`src/rtl/ple_pkg.sv`:
```
// Shared types and constants for the positional list engine.
// Depends on nothing; imported by the top level and its checker.
`default_nettype none

package ple_pkg;

  localparam int CAPACITY = 32;
  localparam int IDX_W    = $clog2(CAPACITY);
  localparam int CNT_W    = $clog2(CAPACITY + 1);

  typedef enum logic [1:0] {
    OP_INSERT = 2'd0,
    OP_DELETE = 2'd1,
    OP_SEARCH = 2'd2,
    OP_NOP    = 2'd3
  } op_t;

  localparam logic [1:0] ST_OK       = 2'd0;
  localparam logic [1:0] ST_BADPOS   = 2'd1;
  localparam logic [1:0] ST_FULL     = 2'd2;
  localparam logic [1:0] ST_NOTFOUND = 2'd3;

  typedef enum logic [2:0] {
    S_IDLE,
    S_DECODE,
    S_INS_SHIFT,
    S_DEL_SHIFT,
    S_SEARCH,
    S_FINISH,
    S_REPLY
  } state_t;

endpackage

`default_nettype wire

```
`src/rtl/ple_ram.sv`:
```
// Generic simple dual-port RAM: one write port, one read port, registered read.
// Self-contained; no package needed.
`default_nettype none

module ple_ram #(
  parameter int WIDTH = 32,
  parameter int DEPTH = 32
) (
  input  wire logic                                    clk,
  input  wire logic                                    we,
  input  wire logic [((DEPTH > 1) ? $clog2(DEPTH) : 1)-1:0] waddr,
  input  wire logic [WIDTH-1:0]                        wdata,
  input  wire logic                                    re,
  input  wire logic [((DEPTH > 1) ? $clog2(DEPTH) : 1)-1:0] raddr,
  output logic      [WIDTH-1:0]                        rdata
);

  logic [WIDTH-1:0] mem [DEPTH];

  always_ff @(posedge clk) begin
    if (we) begin
      mem[waddr] <= wdata;
    end
    // hold read data when no read is issued
    if (re) begin
      rdata <= mem[raddr];
    end
  end

endmodule

`default_nettype wire

```
`src/rtl/positional_list_engine.sv`:
```
// Positional list engine: ordered list of signed words with insert, delete and search.
// Depends on ple_pkg and ple_ram.
//
//   channel | direction | handshake           | payload
//   --------+-----------+---------------------+-------------------------------------------
//   in      | sink      | in_valid / in_stall | opcode, position, value
//   out     | source    | out_valid/out_stall | found_position, removed_value, status,
//           |           |                     | length, last
//
// One item at a time; in_stall is low only while idle. A decode state comes first, then
// the entry RAM (one read, one write per cycle) sets the pace: insert and delete shift
// the entries from the position on (none for an append), search reads every entry, and
// a final state hands over the result.
// Search results leave one per match; each waits for the next match or the search end.
// Reset is synchronous and empties the list; the RAM contents are not cleared.
// A stalled output holds its beat and pauses search at the next match.
`default_nettype none

module positional_list_engine
  import ple_pkg::*;
(
  input  wire logic        clk,
  input  wire logic        rst,
  input  wire logic        in_valid,
  output logic             in_stall,
  input  wire logic [1:0]  opcode,
  input  wire logic [6:0]  position,
  input  wire logic [31:0] value,
  output logic             out_valid,
  input  wire logic        out_stall,
  output logic [6:0]       found_position,
  output logic [31:0]      removed_value,
  output logic [1:0]       status,
  output logic [6:0]       length,
  output logic             last
);

  state_t state, state_next;

  op_t              op_q;
  logic [6:0]       pos_q;
  logic [31:0]      val_q;
  logic [CNT_W-1:0] count;
  logic [CNT_W-1:0] idx;
  logic             pend;
  logic             grab;
  logic [IDX_W-1:0] wr_addr;
  logic             cmp_vld;
  logic [CNT_W-1:0] cmp_pos;
  logic             hit_valid;
  logic [CNT_W-1:0] hit_pos;
  logic [1:0]       res_status;
  logic [31:0]      res_removed;

  logic             ram_we, ram_re;
  logic [IDX_W-1:0] ram_waddr, ram_raddr;
  logic [31:0]      ram_wdata, ram_rdata;

  logic             emit, emit_last;
  logic [6:0]       emit_pos;
  logic [31:0]      emit_removed;
  logic [1:0]       emit_status;

  logic             out_free;
  logic [7:0]       pos8, cnt8;
  logic             ins_bad, del_bad, full;
  logic [CNT_W-1:0] pos_c;
  logic [IDX_W-1:0] pos_idx;
  logic             ins_more, del_more, srch_more;
  logic             match, srch_adv;

  ple_ram #(
    .WIDTH (32),
    .DEPTH (CAPACITY)
  ) u_entries (
    .clk   (clk),
    .we    (ram_we),
    .waddr (ram_waddr),
    .wdata (ram_wdata),
    .re    (ram_re),
    .raddr (ram_raddr),
    .rdata (ram_rdata)
  );

  assign in_stall  = (state != S_IDLE);
  assign out_free  = !out_valid || !out_stall;
  assign pos8      = {1'b0, pos_q};
  assign cnt8      = 8'(count);
  assign ins_bad   = (pos8 == 8'd0) || (pos8 > cnt8 + 8'd1);
  assign del_bad   = (pos8 == 8'd0) || (pos8 > cnt8);
  assign full      = (count == CNT_W'(CAPACITY));
  assign pos_c     = CNT_W'(pos_q);
  assign pos_idx   = IDX_W'(pos_q - 7'd1);
  assign ins_more  = (idx >= pos_c);
  assign del_more  = (idx < count);
  assign srch_more = (idx < count);
  assign match     = (ram_rdata == val_q);
  // a second match cannot leave while the previous one is still queued
  assign srch_adv  = !(cmp_vld && match && hit_valid && !out_free);

  always_comb begin
    state_next = state;
    case (state)
      S_IDLE: begin
        if (in_valid) state_next = S_DECODE;
      end
      S_DECODE: begin
        case (op_q)
          OP_INSERT: state_next = (ins_bad || full) ? S_REPLY : S_INS_SHIFT;
          OP_DELETE: state_next = del_bad ? S_REPLY : S_DEL_SHIFT;
          OP_SEARCH: state_next = S_SEARCH;
          default:   state_next = S_REPLY;
        endcase
      end
      S_INS_SHIFT: begin
        if (!ins_more && !pend) state_next = S_REPLY;
      end
      S_DEL_SHIFT: begin
        if (!del_more && !pend) state_next = S_REPLY;
      end
      S_SEARCH: begin
        if (!srch_more && !cmp_vld) state_next = S_FINISH;
      end
      S_FINISH: begin
        if (out_free) state_next = S_IDLE;
      end
      S_REPLY: begin
        if (out_free) state_next = S_IDLE;
      end
      default: state_next = S_IDLE;
    endcase
  end

  always_comb begin
    ram_we       = 1'b0;
    ram_waddr    = wr_addr;
    ram_wdata    = ram_rdata;
    ram_re       = 1'b0;
    ram_raddr    = IDX_W'(idx);
    emit         = 1'b0;
    emit_pos     = 7'd0;
    emit_removed = 32'd0;
    emit_status  = ST_OK;
    emit_last    = 1'b1;
    case (state)
      S_INS_SHIFT: begin
        // move entry idx-1 up to idx, one read and one write per cycle
        if (ins_more) begin
          ram_re    = 1'b1;
          ram_raddr = IDX_W'(idx - CNT_W'(1));
        end
        if (pend) begin
          ram_we = 1'b1;
        end else if (!ins_more) begin
          ram_we    = 1'b1;
          ram_waddr = pos_idx;
          ram_wdata = val_q;
        end
      end
      S_DEL_SHIFT: begin
        if (del_more) begin
          ram_re = 1'b1;
        end
        if (pend && !grab) begin
          ram_we = 1'b1;
        end
      end
      S_SEARCH: begin
        if (srch_adv && srch_more) begin
          ram_re = 1'b1;
        end
        if (cmp_vld && match && hit_valid && out_free) begin
          emit      = 1'b1;
          emit_pos  = 7'(hit_pos);
          emit_last = 1'b0;
        end
      end
      S_FINISH: begin
        if (out_free) begin
          emit = 1'b1;
          if (hit_valid) begin
            emit_pos = 7'(hit_pos);
          end else begin
            emit_status = ST_NOTFOUND;
          end
        end
      end
      S_REPLY: begin
        if (out_free) begin
          emit         = 1'b1;
          emit_removed = res_removed;
          emit_status  = res_status;
        end
      end
      default: begin
      end
    endcase
  end

  always_ff @(posedge clk) begin
    if (rst) begin
      state     <= S_IDLE;
      count     <= '0;
      out_valid <= 1'b0;
      pend      <= 1'b0;
      grab      <= 1'b0;
      cmp_vld   <= 1'b0;
      hit_valid <= 1'b0;
    end else begin
      state <= state_next;

      if (emit) begin
        out_valid <= 1'b1;
      end else if (out_valid && !out_stall) begin
        out_valid <= 1'b0;
      end

      case (state)
        S_DECODE: begin
          pend      <= 1'b0;
          grab      <= 1'b0;
          cmp_vld   <= 1'b0;
          hit_valid <= 1'b0;
        end
        S_INS_SHIFT: begin
          pend <= ins_more;
          if (!ins_more && !pend) count <= count + CNT_W'(1);
        end
        S_DEL_SHIFT: begin
          pend <= del_more;
          if (del_more) grab <= (idx == pos_c - CNT_W'(1));
          if (!del_more && !pend) count <= count - CNT_W'(1);
        end
        S_SEARCH: begin
          if (srch_adv) begin
            cmp_vld <= srch_more;
            if (cmp_vld && match) hit_valid <= 1'b1;
          end
        end
        default: begin
        end
      endcase
    end
  end

  // payload registers
  always_ff @(posedge clk) begin
    if (state == S_IDLE && in_valid) begin
      op_q  <= op_t'(opcode);
      pos_q <= position;
      val_q <= value;
    end

    if (emit) begin
      found_position <= emit_pos;
      removed_value  <= emit_removed;
      status         <= emit_status;
      length         <= 7'(count);
      last           <= emit_last;
    end

    case (state)
      S_DECODE: begin
        res_removed <= 32'd0;
        case (op_q)
          OP_INSERT: begin
            res_status <= ins_bad ? ST_BADPOS : (full ? ST_FULL : ST_OK);
            idx        <= count;
          end
          OP_DELETE: begin
            res_status <= del_bad ? ST_BADPOS : ST_OK;
            idx        <= pos_c - CNT_W'(1);
          end
          default: begin
            res_status <= ST_OK;
            idx        <= '0;
          end
        endcase
      end
      S_INS_SHIFT: begin
        if (ins_more) begin
          idx     <= idx - CNT_W'(1);
          wr_addr <= IDX_W'(idx);
        end
      end
      S_DEL_SHIFT: begin
        if (del_more) begin
          idx     <= idx + CNT_W'(1);
          wr_addr <= IDX_W'(idx - CNT_W'(1));
        end
        // first read of a delete is the removed entry
        if (pend && grab) res_removed <= ram_rdata;
      end
      S_SEARCH: begin
        if (srch_adv) begin
          if (srch_more) begin
            idx     <= idx + CNT_W'(1);
            cmp_pos <= idx + CNT_W'(1);
          end
          if (cmp_vld && match) hit_pos <= cmp_pos;
        end
      end
      default: begin
      end
    endcase
  end

endmodule

`default_nettype wire

```
`config.mk`:
```
export PLATFORM = sky130hd
export DESIGN_NAME = positional_list_engine
export DESIGN_NICKNAME = d
export VERILOG_FILES = /design/src/rtl/ple_pkg.sv /design/src/rtl/ple_ram.sv /design/src/rtl/positional_list_engine.sv
export SDC_FILE = /design/constraint.sdc
export NUM_CORES = 1
export LEC_CHECK = 0
export ABC_AREA = 1
export CAP_MARGIN = 0
export CORE_ASPECT_RATIO = 0.75
export CORE_MARGIN = 3
export CORE_UTILIZATION = 43
export CTS_CLUSTER_DIAMETER = 50
export DETAILED_ROUTE_END_ITERATION = 6
export DONT_BUFFER_PORTS = 1
export SLEW_MARGIN = 20
export SYNTH_ARGS = -nofsm -noshare
export SYNTH_HDL_FRONTEND = slang
export SYNTH_SLANG_ARGS = --single-unit
```
`constraint.sdc`:
```
create_clock -name clk -period 6.3 [get_ports clk]
set_input_delay 0.945 -clock clk [delete_from_list [all_inputs] [get_ports clk]]
set_output_delay 0.945 -clock clk [all_outputs]
set_load 0.1 [all_outputs]
```
# After elaboration in Yosys (flattened, before gate mapping)
# Memories as Yosys holds them, arrays and structs flattened. A register that Yosys moved wholly into a read port is not among the register bits.
# Cells that the tools add are included.
# Widths: inputs -> output; s select.
[word_totals] ff_bits=160 latch_bits=0 ram_bits=1024 romBits=0 inputBits=45 output_inout_bits=51 wordCells=168 n_memories=1
[memory_table] memory="u_entries.mem" words=32 word_bits=32 rd=1 rd_ports_with_merged_regs=1 wr=1 line_no="ple_ram.sv:18" source="logic [WIDTH-1:0] mem [DEPTH];"
[classes] addsub=7 multipliers=0 n_div=0 n_lt_le_gt_ge=4 n_eq_ne=21 n_shift=0 n_mux=66 n_bitwise=1 reduce_logical=47
[op_table] op="$mux 32" count=4
[op_table] op="$pmux 32 s2" count=1
[op_table] op="$mux 6" count=8
[op_table] op="$pmux 6 s2" count=3
[op_table] op="$mux 5" count=7
[op_table] op="$eq 32x32->1" count=1
[op_table] op="$pmux 6 s4" count=1
[op_table] op="$mux 3" count=7
[op_table] op="$mux 1" count=18
[op_table] op="$ne 2x2->1 const B" count=9
[op_table] op="$pmux 3 s6" count=1
[op_table] op="$reduce_and 3->1" count=6
[op_table] op="$sub 6x1->6 const B" count=3
[op_table] op="$add 6x1->6 const B" count=2
[op_table] op="$logic_and 1x1->1" count=12
[op_table] op="$mux 2" count=5
[op_table] op="$pmux 1 s2" count=5
[op_table] op="$pmux 5 s2" count=1
[op_table] op="$eq 3x3->1 const B" count=3
[op_table] op="$logic_not 1->1" count=9
[op_table] op="$pmux 3 s3" count=1
[op_table] op="$logic_not 8->1" count=1
[op_table] op="$pmux 2 s2" count=2
[op_table] op="$reduce_and 2->1" count=4
[op_table] op="23 further kinds" count=32

# Depth between registers and ports, before layout
[logic_depth] word_depth=8 depth_mapped=21 depth_no_buf=19

# Cells and area by module
# A second synthesis with hierarchy kept.
[unflattened] cells_unflattened=4436 hier_area_um2=51027.7
[by_module_without_submodules] module="ple_ram" instances=1 cells_each=3536 area_each_um2=42726.0 seq_area_each_um2=31710.4
[by_module_without_submodules] module="positional_list_engine" instances=1 cells_each=900 area_each_um2=8301.7 seq_area_each_um2=4634.4

# Least setup slack after synthesis
# No wires, ideal clock.
[synth_timing] kind="input -> register" startpoint="input out_stall" endpoint="register found_position[0] (enable)" setup_time_ps=467 arrival_time_ps=3549 t_required_ps=5833 slack_ps=2284 path_stages=3 path_buffers=0 path_cell_list="nand2_1 inv_1 a21oi_1"
[synth_between] elab_chain_len=5 word_cells_on_any_way=6 cone_classes="3 x mux; 3 x reduce/logical"
[synth_lines] item="start, declared" line_no="positional_list_engine.sv:30" source="input wire logic out_stall,"
[synth_lines] item="$logic_not 1->1 *" line_no="positional_list_engine.sv:86" source="assign out_free = !out_valid || !out_stall;"
[synth_lines] item="$logic_or 1x1->1 *" line_no="positional_list_engine.sv:86"
[synth_lines] item="$logic_and 1x1->1" line_no="positional_list_engine.sv:172" source="if (cmp_vld && match && hit_valid && out_free) begin"
[synth_lines] item="$mux 1" line_no="positional_list_engine.sv:172"
[synth_lines] item="$pmux 1 s2 *" line_no="positional_list_engine.sv:145" source="case (state)"
[synth_lines] item="named net emit" line_no="positional_list_engine.sv:59" source="logic emit, emit_last;"
[synth_lines] item="end signal, assigned" line_no="positional_list_engine.sv:255" source="found_position <= emit_pos;"
[synth_lines] item="end, declared" line_no="positional_list_engine.sv:31" source="output logic [6:0] found_position,"
# The timed path passes the listed nets; every way through them passes the cells marked *.
# A chain may end at the register's enable or synchronous reset.

# Worst setup path in the final report
[layout_timing] startpoint="register idx[0]" endpoint="memory u_entries.mem[2][11] (enable)"
[layout_between] elab_chain_len=6 word_cells_on_any_way=9 cone_classes="1 x order compare; 8 x mux"
[layout_lines] item="start, declared" line_no="positional_list_engine.sv:44" source="logic [CNT_W-1:0] idx;"
[layout_lines] item="start signal, assigned" line_no="positional_list_engine.sv:268" source="idx <= count;"
[layout_lines] item="start signal, assigned" line_no="positional_list_engine.sv:272" source="idx <= pos_c - CNT_W'(1);"
[layout_lines] item="start signal, assigned" line_no="positional_list_engine.sv:282" source="idx <= idx - CNT_W'(1);"
[layout_lines] item="$ge 6x6->1 *" line_no="positional_list_engine.sv:94" source="assign ins_more = (idx >= pos_c);"
[layout_lines] item="$mux 1" line_no="positional_list_engine.sv:154" source="end else if (!ins_more) begin"
[layout_lines] item="$mux 1" line_no="positional_list_engine.sv:152" source="if (pend) begin"
[layout_lines] item="$pmux 1 s2" line_no="positional_list_engine.sv:145"
[layout_lines] item="$mux 1" line_no="ple_ram.sv:21" source="if (we) begin"
[layout_lines] item="$mux 1 (not written as such)" line_no="ple_ram.sv:22" source="mem[waddr] <= wdata;"
[layout_lines] item="end, declared" line_no="ple_ram.sv:18"
# Mark *: on every way between the ends. The rest lies on a longest branch, timed or not.

==> impl_results.html <==
<table>
<tr><th>Metric</th><th>Value</th></tr>
<tr><th colspan="2">Power</th></tr>
<tr><td>Power density normalized to cell area</td><td>~470 mW/mm²</td></tr>
<tr><td>Reported leakage power</td><td>roughly 0.026 µW</td></tr>
<tr><td>VDD IR-drop max</td><td>~430 µV</td></tr>
<tr><th colspan="2">Critical path</th></tr>
<tr><td>Data required time of the critical path</td><td>between 6 and 7 ns</td></tr>
<tr><td>Worst r2r src</td><td>idx[0]</td></tr>
<tr><td>Number of buffer and inverter stages on the critical path</td><td>6</td></tr>
<tr><td>Worst Path Class, Setup</td><td>flip-flop to flip-flop</td></tr>
<tr><td>Type of element capturing the critical path</td><td>flip-flop</td></tr>
<tr><td>Slowest-stage cell, CP</td><td>sky130_fd_sc_hd__nor2_4</td></tr>
<tr><td>Worst EP arrival</td><td>around 5.3 ns</td></tr>
<tr><td>Highest fanout seen on the critical path</td><td>22</td></tr>
<tr><td>Worst path most repeated cell</td><td>sky130_fd_sc_hd__nand2_1</td></tr>
<tr><td>Cell-by-cell listing of the critical path</td><td>inv_1 -&gt; ha_1 -&gt; inv_1 -&gt; nand2_1 -&gt; nand2_1 -&gt; nand2_1 -&gt; nand2_1 -&gt; nand2_2 -&gt; nor2_1 -&gt; inv_2 -&gt; nor2_4 -&gt; inv_2 -&gt; nand2_1 -&gt; o21ai_2 -&gt; inv_1 -&gt; nand3_2 -&gt; nor2_4 -&gt; buf_4</td></tr>
<tr><td>Delay of the slowest critical-path stage</td><td>~0.89 ns</td></tr>
<tr><td>Family with the most delay on the worst path</td><td>simple AND/OR/NAND/NOR gates</td></tr>
<tr><td>First element of the critical path</td><td>idx[0]</td></tr>
<tr><td>Kind of start point of the critical path</td><td>flip-flop</td></tr>
<tr><th colspan="2">Clocking</th></tr>
<tr><td>Post-CTS Setup Repair Bufs</td><td>0</td></tr>
<tr><td>Maximum clock insertion buffer count</td><td>3</td></tr>
<tr><td>Root cell of the clock tree</td><td>sky130_fd_sc_hd__clkbuf_16</td></tr>
<tr><td>Quantity of gates resized following cts</td><td>0</td></tr>
<tr><td>Clock sink count</td><td>between 1000 and 1500</td></tr>
<tr><td>Insertion delay of the later-clocked pin in the worst-skew pair</td><td>~0.73 ns</td></tr>
<tr><td>Maximum level of the CTS H-tree</td><td>3</td></tr>
<tr><td>TritonCTS clock tree</td><td>built</td></tr>
<tr><td>Number of buffers added by the clock tree synthesis step</td><td>between 100 and 150</td></tr>
<tr><td>Cts-stage hold buffer count</td><td>0</td></tr>
<tr><td>Clock Pin Slew Worst Setup and Hold Paths</td><td>about 0.07 ns</td></tr>
<tr><th colspan="2">Timing</th></tr>
<tr><td>Top achievable clock speed</td><td>a little over 200 MHz</td></tr>
<tr><td>Setup tns final</td><td>0 ns</td></tr>
<tr><td>Worst rel slew slack</td><td>roughly 22%</td></tr>
<tr><td>Final Cycle Share</td><td>between 70 and 80%</td></tr>
<tr><td>Transition time at the pin with the least slew margin</td><td>1.16 ns</td></tr>
<tr><td>Final Slew Violations</td><td>0</td></tr>
<tr><td>Minimum clock period after layout</td><td>slightly below 5 ns</td></tr>
<tr><td>Final-report setup violation count</td><td>0</td></tr>
<tr><td>Unrepaired setup endpoints after global routing</td><td>false</td></tr>
<tr><td>Final hold violation count</td><td>0</td></tr>
<tr><td>Worst setup skew after layout</td><td>0.0205 ns</td></tr>
<tr><th colspan="2">Detailed routing</th></tr>
<tr><td>Met2 routed WL</td><td>~65000 µm</td></tr>
<tr><td>Detailed-routed wire length on met3</td><td>between 10000 and 15000 µm</td></tr>
<tr><td>Overall routed net length</td><td>between 100000 and 150000 µm</td></tr>
<tr><td>Post-detailed-route wirelength per cell</td><td>~21 µm</td></tr>
<tr><td>Number of iterations in the first detailed-routing pass</td><td>5</td></tr>
<tr><td>Via count</td><td>approximately 37000</td></tr>
<tr><td>Wire length the detailed router placed on met1</td><td>between 60000 and 70000 µm</td></tr>
<tr><td>Vias per std cell</td><td>around 5.2</td></tr>
<tr><td>Antenna violation net count after detailed routing</td><td>0</td></tr>
<tr><td># DRC</td><td>0</td></tr>
<tr><td>Top routing layer in use</td><td>met5</td></tr>
<tr><td>Number of violations reported at the end of detailed-routing iteration 0</td><td>between 4000 and 5000</td></tr>
<tr><th colspan="2">Floorplan</th></tr>
<tr><td>Core ar.</td><td>0.125 mm²</td></tr>
<tr><td>Die W</td><td>417 µm</td></tr>
<tr><td>Ports placed on the boundary</td><td>96</td></tr>
<tr><td>Starting utilization of the core area</td><td>a little over two fifths</td></tr>
<tr><td>Number of rows created at floorplan</td><td>approximately 110</td></tr>
<tr><td>Die outline height</td><td>314 µm</td></tr>
<tr><td>Total Die Area</td><td>between 0.1 and 0.15 mm²</td></tr>
<tr><th colspan="2">Final layout</th></tr>
<tr><td>Number of fill cells in the layout</td><td>approximately 11000</td></tr>
<tr><td>Layout cell share with drive strength beyond 1</td><td>roughly 7%</td></tr>
<tr><td>Count of nets after finishing</td><td>approximately 5400</td></tr>
<tr><td>Total non-filler cell area in the finished layout</td><td>roughly 0.061 mm²</td></tr>
<tr><td>Area overhead of the layout relative to synthesis</td><td>11.7%</td></tr>
<tr><th colspan="2">Synthesis</th></tr>
<tr><td>Average footprint of a synthesized cell</td><td>10.2 µm²</td></tr>
<tr><td>Synth cell types</td><td>46</td></tr>
<tr><td>Portion of the post-synthesis area used by sequential elements</td><td>66.8%</td></tr>
<tr><td>Mapped Area</td><td>about 0.054 mm²</td></tr>
<tr><td>Number of flip-flops and latches in the synthesized netlist</td><td>roughly 1200</td></tr>
<tr><td>Post-Synthesis Cells</td><td>5345</td></tr>
<tr><td>Number of warnings reported in the yosys synthesis log</td><td>0</td></tr>
<tr><th colspan="2">Global route</th></tr>
<tr><td>Via count of the first global-routing pass</td><td>around 34000</td></tr>
<tr><td>Antenna violations before repair</td><td>5</td></tr>
<tr><td>Total global-route track usage</td><td>~22%</td></tr>
<tr><td>Leftover overflow at the end of global routing</td><td>0</td></tr>
<tr><td>First-pass GRT wire length</td><td>roughly 220000 µm</td></tr>
<tr><td>Maximum number of pins on one net before global-route repair</td><td>135</td></tr>
<tr><th colspan="2">Placed design</th></tr>
<tr><td>IO Port Bufs</td><td>0</td></tr>
<tr><td>Dpl cell area</td><td>0.0569 mm²</td></tr>
<tr><td>Half-perimeter wire length after placement</td><td>approximately 87000 µm</td></tr>
<tr><td>Gpl congestion</td><td>between 0.8 and 0.9</td></tr>
<tr><th colspan="2">Min path</th></tr>
<tr><td>HP Class</td><td>primary input to flip-flop</td></tr>
<tr><td>HP Start</td><td>rst</td></tr>
<tr><th colspan="2">Status</th></tr>
<tr><td>Result of the run</td><td>completed</td></tr>
<tr><th colspan="2">Job</th></tr>
<tr><td>Number of maximum-capacitance constraint violations</td><td>0</td></tr>
</table>
[state kept, by name, summed over array words and instances (netlist names), 7 cells and up]
signal	flops
u_entries.mem	1024
res_removed	32
removed_value	32
val_q	32
pos_q	7
u_entries.rdata	32
[cell type report]
cell class / count / area [µm²] / area share (%)
Clock buffer: 136 / 3060 / 5.04
Multi-Input combinational cell: 2692 / 13200 / 21.6
Tap cell: 1653 / 2070 / 3.40
Clock inverter: 83 / 797 / 1.31
Sequential cell: 1215 / 36300 / 59.8
Antenna cell: 2 / 5.00 / 0.00823
Inverter: 1176 / 4430 / 7.28
Timing Repair Buffer: 98 / 956 / 1.57
[cells in the final DEF (no fill, tap or decap), drive strengths merged, types with 13 or more instances in the layout]
cell,instances
inv,1183
edfxtp,1201
bufinv,13
nand2,1139
o21ai,76
nor3,16
ha,33
a21oi,26
nand4,21
buf,98
nor2,153
clkinv,54
nand3,1152
dfxtp,14
clkbuf,136
xor2,23
[final timing paths]
path / cells past startpoint / end / slack, ns
min reg2reg: 0 / hit_pos[1] / 0.50
max reg2reg: 18 / u_entries.mem[2][11] / 1.46
max: 18 / u_entries.mem[2][11] / 1.46
min: 1 / cmp_vld / 0.29
[cells in the mapped netlist, drive strengths merged]
library cell | instances | area, µm²
nor4 | 5 | 31.3
a22oi | 2 | 15.0
clkbuf | 55 | 208
o21ba | 3 | 30.0
a221oi | 1 | 8.76
nand3b | 1 | 7.51
nor2 | 153 | 582
o2111ai | 1 | 8.76
a21o | 1 | 7.51
a211oi | 1 | 7.51
nand3 | 1152 | 5790
nor3b | 1 | 7.51
edfxtp | 1201 | 36100
o31ai | 2 | 15.0
o211ai | 9 | 67.6
a31oi | 1 | 6.26
a21oi | 26 | 130
o21a | 1 | 7.51
or2 | 10 | 62.6
ha | 33 | 413
buf | 208 | 1030
nor3 | 16 | 90.1
inv | 1176 | 4410
a21boi | 1 | 7.51
conb | 1 | 3.75
xor2 | 23 | 201
xnor2 | 6 | 52.6
nor4b | 1 | 8.76
fa | 1 | 20.0
o21ai | 76 | 399
o22ai | 3 | 18.8
nand4 | 21 | 131
dfxtp | 14 | 280
nand2 | 1139 | 4290
[stage by stage]
| step | setup slack, ns | cells | util, % | power, µW | hold slack (ns) |
|---|---|---|---|---|---|
| finish | 1.46 | 7055 | 48.7 | 28800 | 0.287 |
| global route | 1.18 | 7053 | 48.7 | 30200 | 0.262 |
| CTS | 1.49 | 7050 | 48.6 | 28800 | 0.242 |
| detailed placement | 1.50 | 6831 | 45.5 | 21700 | 0.454 |
| global placement | 1.55 | 6831 | 45.5 | 21600 | 0.481 |
| floorplan | 2.28 | 5346 | - | 17500 | 0.400 |
[metal layers]
layer	vias to the layer above	track usage [%]
met5	-	0
met3	184	3.64
met2	1532	33.4
met1	17900	34.2
met4	6	4.97
li1	17300	-
[power breakdown]
group / leakage, µW / internal, µW / switching, µW
clock: 0.00188 / 4020 / 3150
combinational: 0.0128 / 2670 / 8150
sequential: 0.0110 / 10300 / 474
total: 0.0256 / 17000 / 11800
[logic make-up (layout without fill, tap and decap cells)]
kind of cell	after synthesis	in the layout	synth area share, %
adder cells (fa/ha/maj)	34	34	0.795
buffers and inverters	1439	1493	10.4
flip-flops	1215	1215	66.8
XOR/XNOR	29	29	0.467
other	1	4	0.00689
AO/OA/AOI/OAI	128	128	1.34
AND/OR/NAND/NOR	2499	2499	20.2
(Power assumes the default switching activity.)
